<file path="src/hw/rtl/zrle_pkg.sv">
// Shared types and constants of the zero-run / literal-run encoder.
`timescale 1ns / 1ps

package zrle_pkg;

    localparam int MAX_RUN_DEF = 127;
    localparam int RUN_W       = 7;
    localparam int BYTE_W      = 8;
    localparam int WORD_BYTES  = 8;
    localparam int WORD_W      = WORD_BYTES * BYTE_W;
    localparam int CNT_W       = 4;
    localparam int LANE_W      = 3;

    typedef struct packed {
        logic [BYTE_W-1:0] data_byte;
        logic              end_of_data;
    } t_in_item;

    typedef struct packed {
        logic [WORD_W-1:0] packed_bytes;
        logic [CNT_W-1:0]  byte_count;
        logic              last_of_run;
    } t_out_item;

    typedef struct packed {
        logic              done;
        logic [BYTE_W-1:0] data;
    } t_sym;

    typedef enum logic [2:0] {
        ST_IDLE,
        ST_DECIDE,
        ST_WRITE,
        ST_HEADER,
        ST_LITERAL,
        ST_DONE
    } t_state;

    typedef enum logic [1:0] {
        PH_HELD,
        PH_LAST,
        PH_FLUSH
    } t_phase;

endpackage

</file>
<file path="src/hw/rtl/zrle_ram.sv">
// Generic single-write, single-read RAM with registered read data.
`timescale 1ns / 1ps

module zrle_ram #(
    parameter int WIDTH = 8,
    parameter int DEPTH = 127,
    localparam int AW   = (DEPTH > 1) ? $clog2(DEPTH) : 1
) (
    input  logic             i_clk,
    input  logic             i_we,
    input  logic [AW-1:0]    i_waddr,
    input  logic [WIDTH-1:0] i_wdata,
    input  logic             i_re,
    input  logic [AW-1:0]    i_raddr,
    output logic [WIDTH-1:0] o_rdata
);

    logic [WIDTH-1:0] r_mem [DEPTH];
    logic [WIDTH-1:0] r_rdata;

    always_ff @(posedge i_clk) begin
        if (i_we) begin
            r_mem[i_waddr] <= i_wdata;
        end
        if (i_re) begin
            r_rdata <= r_mem[i_raddr];
        end
    end

    assign o_rdata = r_rdata;

endmodule

</file>
<file path="src/hw/rtl/zrle_ctrl.sv">
// Run sequencer: classifies bytes, stores literals, emits encoded bytes.
`timescale 1ns / 1ps

module zrle_ctrl import zrle_pkg::*; #(
    parameter int MAX_RUN = MAX_RUN_DEF,
    localparam int AW     = (MAX_RUN > 1) ? $clog2(MAX_RUN) : 1
) (
    input  logic              i_clk,
    input  logic              i_rst_n,
    input  logic              i_in_valid,
    output logic              o_in_ready,
    input  t_in_item          i_in_data,
    output logic              o_sym_valid,
    input  logic              i_sym_ready,
    output t_sym              o_sym,
    output logic              o_ram_we,
    output logic [AW-1:0]     o_ram_waddr,
    output logic [BYTE_W-1:0] o_ram_wdata,
    output logic              o_ram_re,
    output logic [AW-1:0]     o_ram_raddr,
    input  logic [BYTE_W-1:0] i_ram_rdata
);

    localparam logic [RUN_W-1:0] MAX_LEN = RUN_W'(MAX_RUN);

    t_state             r_state, n_state;
    t_phase             r_phase, n_phase;
    logic [BYTE_W-1:0]  r_held_byte, n_held_byte;
    logic               r_held_valid, n_held_valid;
    logic               r_in_zero, n_in_zero;
    logic [RUN_W-1:0]   r_run_len, n_run_len;
    logic               r_emitted, n_emitted;
    logic [BYTE_W-1:0]  r_cur, n_cur;
    logic               r_nxt_nz, n_nxt_nz;
    logic [BYTE_W-1:0]  r_in_byte, n_in_byte;
    logic               r_in_last, n_in_last;
    logic               r_new_zero, n_new_zero;
    logic [RUN_W-1:0]   r_idx, n_idx;

    logic               w_accept;
    logic               w_sym_fire;
    logic               w_zero;
    logic               w_close;
    logic               w_need_hdr;
    logic               w_do_write;
    logic [RUN_W-1:0]   w_idx_inc;
    logic               w_close_done;

    assign w_accept     = i_in_valid && o_in_ready;
    assign w_sym_fire   = o_sym_valid && i_sym_ready;
    assign w_zero       = (r_cur == '0) && (r_in_zero || !r_nxt_nz);
    assign w_close      = (w_zero != r_in_zero) || (r_run_len >= MAX_LEN);
    assign w_need_hdr   = w_close && !(r_in_zero && (r_run_len == '0));
    assign w_do_write   = (r_state == ST_WRITE) || ((r_state == ST_DECIDE) && !w_need_hdr);
    assign w_idx_inc    = r_idx + RUN_W'(1);
    assign w_close_done = w_sym_fire &&
                          (((r_state == ST_HEADER) && r_in_zero) ||
                           ((r_state == ST_LITERAL) && (w_idx_inc == r_run_len)));

    always_comb begin
        t_state write_next;
        t_state close_next;
        case (r_phase)
            PH_HELD: begin
                if (r_in_last) begin
                    write_next = ST_DECIDE;
                end else if (r_emitted) begin
                    write_next = ST_DONE;
                end else begin
                    write_next = ST_IDLE;
                end
            end
            PH_LAST: begin
                write_next = ST_HEADER;
            end
            default: begin
                write_next = ST_IDLE;
            end
        endcase
        close_next = (r_phase == PH_FLUSH) ? ST_DONE : ST_WRITE;
        n_state = r_state;
        case (r_state)
            ST_IDLE: begin
                if (w_accept && (r_held_valid || i_in_data.end_of_data)) begin
                    n_state = ST_DECIDE;
                end
            end
            ST_DECIDE: begin
                n_state = w_need_hdr ? ST_HEADER : write_next;
            end
            ST_WRITE: begin
                n_state = write_next;
            end
            ST_HEADER: begin
                if (w_sym_fire) begin
                    n_state = r_in_zero ? close_next : ST_LITERAL;
                end
            end
            ST_LITERAL: begin
                if (w_close_done) begin
                    n_state = close_next;
                end
            end
            ST_DONE: begin
                if (w_sym_fire) begin
                    n_state = ST_IDLE;
                end
            end
            default: begin
                n_state = ST_IDLE;
            end
        endcase
    end

    always_comb begin
        o_in_ready  = (r_state == ST_IDLE);
        o_sym_valid = 1'b0;
        o_sym       = '0;
        o_ram_re    = 1'b0;
        o_ram_raddr = '0;
        case (r_state)
            ST_HEADER: begin
                o_sym_valid = 1'b1;
                o_sym.data  = {r_in_zero, r_run_len};
                o_ram_re    = w_sym_fire && !r_in_zero;
            end
            ST_LITERAL: begin
                o_sym_valid = 1'b1;
                o_sym.data  = i_ram_rdata;
                o_ram_re    = w_sym_fire && !w_close_done;
                o_ram_raddr = w_idx_inc[AW-1:0];
            end
            ST_DONE: begin
                o_sym_valid = 1'b1;
                o_sym.done  = 1'b1;
            end
            default: begin
                o_sym_valid = 1'b0;
            end
        endcase
        o_ram_we    = w_do_write;
        o_ram_waddr = r_run_len[AW-1:0];
        o_ram_wdata = r_cur;
    end

    always_comb begin
        n_phase      = r_phase;
        n_held_byte  = r_held_byte;
        n_held_valid = r_held_valid;
        n_in_zero    = r_in_zero;
        n_run_len    = r_run_len;
        n_emitted    = r_emitted;
        n_cur        = r_cur;
        n_nxt_nz     = r_nxt_nz;
        n_in_byte    = r_in_byte;
        n_in_last    = r_in_last;
        n_new_zero   = r_new_zero;
        n_idx        = r_idx;

        if ((r_state == ST_IDLE) && w_accept) begin
            n_in_byte = i_in_data.data_byte;
            n_in_last = i_in_data.end_of_data;
            n_emitted = 1'b0;
            if (r_held_valid) begin
                n_cur    = r_held_byte;
                n_nxt_nz = (i_in_data.data_byte != '0);
                n_phase  = PH_HELD;
            end else if (i_in_data.end_of_data) begin
                n_cur    = i_in_data.data_byte;
                n_nxt_nz = 1'b0;
                n_phase  = PH_LAST;
            end else begin
                n_held_byte  = i_in_data.data_byte;
                n_held_valid = 1'b1;
            end
        end

        if (r_state == ST_DECIDE) begin
            n_new_zero = w_zero;
            if (w_close && !w_need_hdr) begin
                n_in_zero = w_zero;
            end
        end

        if (w_sym_fire && !o_sym.done) begin
            n_emitted = 1'b1;
        end

        if ((r_state == ST_HEADER) && w_sym_fire && !r_in_zero) begin
            n_idx = '0;
        end
        if ((r_state == ST_LITERAL) && w_sym_fire && !w_close_done) begin
            n_idx = w_idx_inc;
        end

        if (w_close_done) begin
            n_run_len = '0;
            if (r_phase == PH_FLUSH) begin
                n_held_byte  = '0;
                n_held_valid = 1'b0;
                n_in_zero    = 1'b1;
            end else begin
                n_in_zero = r_new_zero;
            end
        end

        if (w_do_write) begin
            n_run_len = r_run_len + RUN_W'(1);
            case (r_phase)
                PH_HELD: begin
                    if (r_in_last) begin
                        n_cur    = r_in_byte;
                        n_nxt_nz = 1'b0;
                        n_phase  = PH_LAST;
                    end else begin
                        n_held_byte  = r_in_byte;
                        n_held_valid = 1'b1;
                    end
                end
                PH_LAST: begin
                    n_phase = PH_FLUSH;
                end
                default: begin
                    n_phase = r_phase;
                end
            endcase
        end
    end

    always_ff @(posedge i_clk) begin
        if (!i_rst_n) begin
            r_state      <= ST_IDLE;
            r_phase      <= PH_HELD;
            r_held_byte  <= '0;
            r_held_valid <= 1'b0;
            r_in_zero    <= 1'b1;
            r_run_len    <= '0;
            r_emitted    <= 1'b0;
        end else begin
            r_state      <= n_state;
            r_phase      <= n_phase;
            r_held_byte  <= n_held_byte;
            r_held_valid <= n_held_valid;
            r_in_zero    <= n_in_zero;
            r_run_len    <= n_run_len;
            r_emitted    <= n_emitted;
        end
    end

    always_ff @(posedge i_clk) begin
        r_cur      <= n_cur;
        r_nxt_nz   <= n_nxt_nz;
        r_in_byte  <= n_in_byte;
        r_in_last  <= n_in_last;
        r_new_zero <= n_new_zero;
        r_idx      <= n_idx;
    end

endmodule

</file>
<file path="src/hw/rtl/zrle_pack.sv">
// Byte packer: gathers encoded bytes into words of up to eight bytes.
`timescale 1ns / 1ps

module zrle_pack import zrle_pkg::*; (
    input  logic      i_clk,
    input  logic      i_rst_n,
    input  logic      i_sym_valid,
    output logic      o_sym_ready,
    input  t_sym      i_sym,
    output logic      o_out_valid,
    input  logic      i_out_ready,
    output t_out_item o_out_data
);

    logic [WORD_W-1:0] r_acc, n_acc;
    logic [CNT_W-1:0]  r_cnt, n_cnt;
    logic              r_out_valid, n_out_valid;
    t_out_item         r_out, n_out;

    logic w_need_push;
    logic w_out_free;
    logic w_fire;
    logic w_push;

    assign w_need_push = i_sym.done ? (r_cnt != '0) : (r_cnt == CNT_W'(WORD_BYTES));
    assign w_out_free  = !r_out_valid || i_out_ready;
    assign o_sym_ready = !w_need_push || w_out_free;
    assign w_fire      = i_sym_valid && o_sym_ready;
    assign w_push      = w_fire && w_need_push;

    always_comb begin
        n_acc       = r_acc;
        n_cnt       = r_cnt;
        n_out_valid = r_out_valid && !i_out_ready;
        n_out       = r_out;
        if (w_push) begin
            n_out_valid              = 1'b1;
            n_out.packed_bytes       = r_acc;
            n_out.byte_count         = r_cnt;
            n_out.last_of_run        = i_sym.done;
        end
        if (w_fire) begin
            if (i_sym.done) begin
                n_acc = '0;
                n_cnt = '0;
            end else if (r_cnt == CNT_W'(WORD_BYTES)) begin
                n_acc = WORD_W'(i_sym.data);
                n_cnt = CNT_W'(1);
            end else begin
                n_acc[{r_cnt[LANE_W-1:0], 3'b000} +: BYTE_W] = i_sym.data;
                n_cnt = r_cnt + CNT_W'(1);
            end
        end
    end

    always_ff @(posedge i_clk) begin
        if (!i_rst_n) begin
            r_acc       <= '0;
            r_cnt       <= '0;
            r_out_valid <= 1'b0;
        end else begin
            r_acc       <= n_acc;
            r_cnt       <= n_cnt;
            r_out_valid <= n_out_valid;
        end
    end

    always_ff @(posedge i_clk) begin
        r_out <= n_out;
    end

    assign o_out_valid = r_out_valid;
    assign o_out_data  = r_out;

endmodule

</file>
<file path="src/hw/rtl/zero_run_literal_encoder.sv">
// Top level of the zero-run / literal-run encoder.
//
//  channel | direction | handshake               | payload
//  --------+-----------+-------------------------+--------------------------------
//  in      | input     | i_in_valid / o_in_ready | t_in_item: data_byte, end_of_data
//  out     | output    | o_out_valid/ i_out_ready| t_out_item: packed_bytes,
//          |           |                         |   byte_count, last_of_run
//
// One item at a time: the item is taken, then a decide step runs for each byte moved into a run
// (the held byte, and at stream end the last byte too). Closing a run emits each encoded byte
// (header plus literals read from the literal RAM) and, except for the final flush, then
// stores the byte after it; an item with output ends with a step that flushes the last word.
// Reset is synchronous; the literal RAM needs no clearing. A stalled output holds one word
// in the output register and, once a further word is due, stops the byte sequencer.
`timescale 1ns / 1ps

module zero_run_literal_encoder import zrle_pkg::*; #(
    parameter int MAX_RUN = MAX_RUN_DEF
) (
    input  logic      i_clk,
    input  logic      i_rst_n,
    input  logic      i_in_valid,
    output logic      o_in_ready,
    input  t_in_item  i_in_data,
    output logic      o_out_valid,
    input  logic      i_out_ready,
    output t_out_item o_out_data
);

    localparam int AW = (MAX_RUN > 1) ? $clog2(MAX_RUN) : 1;

    logic              w_sym_valid;
    logic              w_sym_ready;
    t_sym              w_sym;
    logic              w_ram_we;
    logic [AW-1:0]     w_ram_waddr;
    logic [BYTE_W-1:0] w_ram_wdata;
    logic              w_ram_re;
    logic [AW-1:0]     w_ram_raddr;
    logic [BYTE_W-1:0] w_ram_rdata;

    zrle_ram #(
        .WIDTH (BYTE_W),
        .DEPTH (MAX_RUN)
    ) u_lit_ram (
        .i_clk   (i_clk),
        .i_we    (w_ram_we),
        .i_waddr (w_ram_waddr),
        .i_wdata (w_ram_wdata),
        .i_re    (w_ram_re),
        .i_raddr (w_ram_raddr),
        .o_rdata (w_ram_rdata)
    );

    zrle_ctrl #(
        .MAX_RUN (MAX_RUN)
    ) u_ctrl (
        .i_clk       (i_clk),
        .i_rst_n     (i_rst_n),
        .i_in_valid  (i_in_valid),
        .o_in_ready  (o_in_ready),
        .i_in_data   (i_in_data),
        .o_sym_valid (w_sym_valid),
        .i_sym_ready (w_sym_ready),
        .o_sym       (w_sym),
        .o_ram_we    (w_ram_we),
        .o_ram_waddr (w_ram_waddr),
        .o_ram_wdata (w_ram_wdata),
        .o_ram_re    (w_ram_re),
        .o_ram_raddr (w_ram_raddr),
        .i_ram_rdata (w_ram_rdata)
    );

    zrle_pack u_pack (
        .i_clk       (i_clk),
        .i_rst_n     (i_rst_n),
        .i_sym_valid (w_sym_valid),
        .o_sym_ready (w_sym_ready),
        .i_sym       (w_sym),
        .o_out_valid (o_out_valid),
        .i_out_ready (i_out_ready),
        .o_out_data  (o_out_data)
    );

endmodule
</file>
<file path="config.mk">
export PLATFORM = sky130hd
export DESIGN_NAME = zero_run_literal_encoder
export DESIGN_NICKNAME = d
export VERILOG_FILES = /design/src/hw/rtl/zrle_pkg.sv /design/src/hw/rtl/zrle_ram.sv /design/src/hw/rtl/zrle_ctrl.sv /design/src/hw/rtl/zrle_pack.sv /design/src/hw/rtl/zero_run_literal_encoder.sv
export SDC_FILE = /design/constraint.sdc
export NUM_CORES = 2
export LEC_CHECK = 0
export BUFFER_PORTS_ARGS = -buffer_cell sky130_fd_sc_hd__buf_4
export CAP_MARGIN = 20
export CORE_MARGIN = 5
export CORE_UTILIZATION = 67
export CTS_CLUSTER_DIAMETER = 150
export DETAILED_ROUTE_END_ITERATION = 8
export PLACE_DENSITY = 0.84
export SETUP_SLACK_MARGIN = 0.3
export SYNTH_ARGS = -nofsm -noshare
export SYNTH_HDL_FRONTEND = slang
export SYNTH_SLANG_ARGS = --single-unit
</file>
<file path="constraint.sdc">
create_clock -name i_clk -period 8.6 [get_ports i_clk]
set_input_delay 0 -clock i_clk [delete_from_list [all_inputs] [get_ports i_clk]]
set_output_delay 0 -clock i_clk [all_outputs]
set_load 0.01 [all_outputs]
</file>
==> metrics.txt <==
initial core utilization=67.8%; Cells after Synth=3,304; WP buf/inv=2; Req. time, crit path=around 9 ns; Achievable Freq=approximately 190 MHz; # port buffers=83; routed vias=32,800; Max Transition Viols Final=0; largest net degree at the start of global routing=135; count of cell types in the netlist=82; CTS Buf Count=114; die area=77,900 µm²; Mapped Area=roughly 49,000 µm²; Cell Chain, Critical Path=buf_12, ha_4, nand4bb_4, buf_4, nor2_1, a22o_1, a211oi_1, a211oi_1, or4_1, o211ai_1; reg2reg start=u_ctrl.r_idx[0]; Placer Congestion=a little under 1; clock sink total=roughly 1,200; post-CTS sizing=0; setup violators final=0; endpoint kind of the worst setup timing path=flip-flop; CTS tree=done; Die W=279 µm; worst endpoint data arrival time=about 5.8 ns; r2r setup slk=~3.2 ns; pwr dens=approximately 260 nW/µm²; first-pass GRT wire length=about 200 mm; P_leak=17.3 nW; DIE HEIGHT=279 µm; Synth area leaders=edfxtp_1, dfxtp_1, mux2i_1; syn_area_per_cell=14.7 µm²; status=complete, no violations; Power Total=14.0 mW; final setup TNS=0 ns; #FFs+latches synth=1,211; Worst-path clk slew=0.07 ns; H-tree level count=3; WL per Instance=approximately 32 µm; floorplan row count=98; nets=3,358; Seq/Total Area, Yosys=72.9%; Ports=84; number of fill cells=3,925; Syn Nets=about 3,300; Final ANT Viol Nets=0; vias per inst=between 7 and 8; # DRC=0; Worst Tran Pin Value=roughly 1.3 ns; Crit Path Class=reg2reg; EDFF count, synth=1,110; Hold Path Class=in2reg; synth warn=0; relative slew slack=14.0%; GRT overflow=0; Reg2Reg Depth=10; Post-synth top flop=edfxtp_1; CP dominant cell by count=a211oi_1; cell family with the largest share of critical-path delay=simple AND/OR/NAND/NOR gates; total track usage=between 30% and 40%; crit share post-route=a little over three fifths; Max FO, Critical Path=between 100 and 150; async set-reset flop share out of synthesis=0%; Core Region=between 70,000 and 80,000 µm²; TritonRoute pass-1 iters=7; startpoint types=flip-flop; Syn-to-layout area delta=10.8%; worst vdd ir=about 0.00023 V; Clock Tree Root=clkbuf_16; worst r2r dst=u_lit_ram.o_rdata[5]; post-DP HPWL=79.2 mm; Worst path max stage delay=0.89 ns; share of layout cells above drive strength 1=12.6%; Slowest-stage cell, CP=nor2_1; hold-critical path endpoint=u_ctrl.r_in_byte[0]; hold_sp=i_in_data[1]; clock skew=between 0.03 and 0.04 ns; vias in the first global route=31,700; initial antenna violation count=6; Synth area leader=edfxtp_1; Worst-Skew Late Latency=0.69 ns; hold path cells=2; final wirelength=140 mm; Synth top area share=68.7%; Longest Clk Path Bufs=3; RSZ-0062 raised after global routing=false; min cycle time layout=between 5 and 6 ns; Final Hold Vio Count=0; Max-Cap Viols=0; Iter 0 DRT Violations=6,092
cell usage after synthesis, drive strengths merged (35+ instances only):
library cell  count
mux2i           117
nor3             36
a211oi           53
a21oi           120
mux2             41
mux4             50
dfxtp           101
o21ai           110
edfxtp         1110
nand3            87
a31oi            35
o221ai           93
nand2           301
buf             110
o22ai            56
nor2            303
clkbuf          116
a22oi            77
cell families (layout without fill, tap and decap cells):
| family | after synthesis | in the layout | share of synthesized area [%] |
|---|---|---|---|
| AO/OA/AOI/OAI | 726 | 726 | 10.5 |
| XOR/XNOR | 14 | 14 | 0.315 |
| adder cells (fa/ha/maj) | 6 | 6 | 0.155 |
| buffers and inverters | 242 | 377 | 2.12 |
| flip-flops | 1211 | 1211 | 72.9 |
| multiplexers | 208 | 208 | 5.69 |
| other | 0 | 6 | 0 |
| AND/OR/NAND/NOR | 897 | 897 | 8.36 |
timing repair:
action | 4_1_cts | 5_1_grt
buffers inserted | 0 | 0
endpoints found under the hold margin | 46 | 0
hold buffers | 12 | 0
sequential cells by signal (all words and copies together) (netlist names):
name	count
u_lit_ram.r_mem	1016
u_pack.o_out_data	69
u_pack.r_acc	64
u_ctrl.o_ram_wdata	8
u_ctrl.r_held_byte	8
u_ctrl.r_in_byte	8
u_lit_ram.o_rdata	8
u_ctrl.o_ram_waddr	7
u_ctrl.r_idx	7
u_pack.r_cnt	4
u_ctrl.r_state	3
u_ctrl.r_phase	2
u_ctrl.r_emitted	1
u_ctrl.r_held_valid	1
u_ctrl.r_in_last	1
u_ctrl.r_in_zero	1
u_ctrl.r_new_zero	1
u_ctrl.r_nxt_nz	1
u_pack.o_out_valid	1
layer usage:
metal	vias up	GRT usage, %	wire length, µm
met3	703	12.3	23000
met4	6	17.9	8750
met5	-	0.611	131
met1	15600	45.6	44800
met2	3406	52.8	63100
li1	13100	-	-
stage by stage:
step | utilization (%) | hold WS, ns | area (µm²) | setup WS, ns | cells
floorplan | - | 0.0989 | 48500 | 3.51 | 3304
global placement | 69.7 | 0.205 | 49900 | 3.74 | 4158
detailed placement | 69.8 | 0.212 | 49900 | 3.53 | 4161
CTS | 75.0 | 0.0637 | 53700 | 3.50 | 4389
global route | 75.0 | 0.0862 | 53700 | 3.22 | 4390
finish | 75.1 | 0.0839 | 53700 | 3.22 | 4395
worst max path at each step:
stage | from | end | cells past startpoint
after floorplan | u_pack.r_cnt[0] | u_pack.o_out_data[0] | 8
after global placement | u_ctrl.o_ram_waddr[3] | u_lit_ram.r_mem[51][0] | 7
after detailed placement | u_ctrl.o_ram_waddr[3] | u_lit_ram.r_mem[3][2] | 7
after CTS | u_ctrl.o_ram_waddr[3] | u_lit_ram.r_mem[91][2] | 7
after global routing | u_ctrl.o_ram_waddr[3] | u_lit_ram.r_mem[51][0] | 7
final | u_ctrl.r_idx[0] | u_lit_ram.o_rdata[5] | 10
worst reg2reg max path, stage by stage, from the launching register on:
cell,delay [ns]
edfxtp_1,0.39
buf_12,0.60
ha_4,0.62
nand4bb_4,0.60
buf_4,0.54
nor2_1,0.91
a22o_1,0.25
a211oi_1,0.06
a211oi_1,0.78
or4_1,0.25
o211ai_1,0.11
area by class of cell:
type	instances	area [µm²]	area share [%]
flip-flops and latches	1211	35400	65.8
multi-input cells	1851	12300	22.8
clock buffers	147	3080	5.73
well taps	950	1190	2.21
repair buffers	145	1170	2.18
clock inverters	69	584	1.09
inverters	16	60.1	0.112
diodes	6	15.0	0.0279
cells in the final DEF, fill, tap and decap left out, types with 14 or more instances in the layout:
cell,synthesis,layout
and3_1,29,29
nor3_1,36,36
mux2_2,41,41
mux4_2,50,50
a31oi_1,34,34
o211ai_1,31,31
a211oi_1,53,53
nand2b_1,15,15
nor2b_1,31,31
o22ai_1,56,56
nand2_1,295,294
a22oi_1,77,77
a32oi_1,14,14
o21ai_0,98,97
o221ai_1,93,93
mux2i_1,117,117
clkinv_1,1,32
clkbuf_1,116,25
clkbuf_16,0,116
a311oi_1,28,28
buf_4,1,128
o2111ai_1,14,14
or3_1,17,17
edfxtp_1,1110,1110
nand4_1,22,22
dfxtp_1,101,93
nor2_1,303,300
nand3_1,86,86
a21oi_1,120,120
power breakdown:
group / total (mW) / internal, mW / switching (mW)
registers: 7.82 / 7.30 / 0.528
clock network: 4.95 / 2.77 / 2.18
logic: 1.18 / 0.232 / 0.951
No activity file was read; power rests on OpenSTA's default activity.
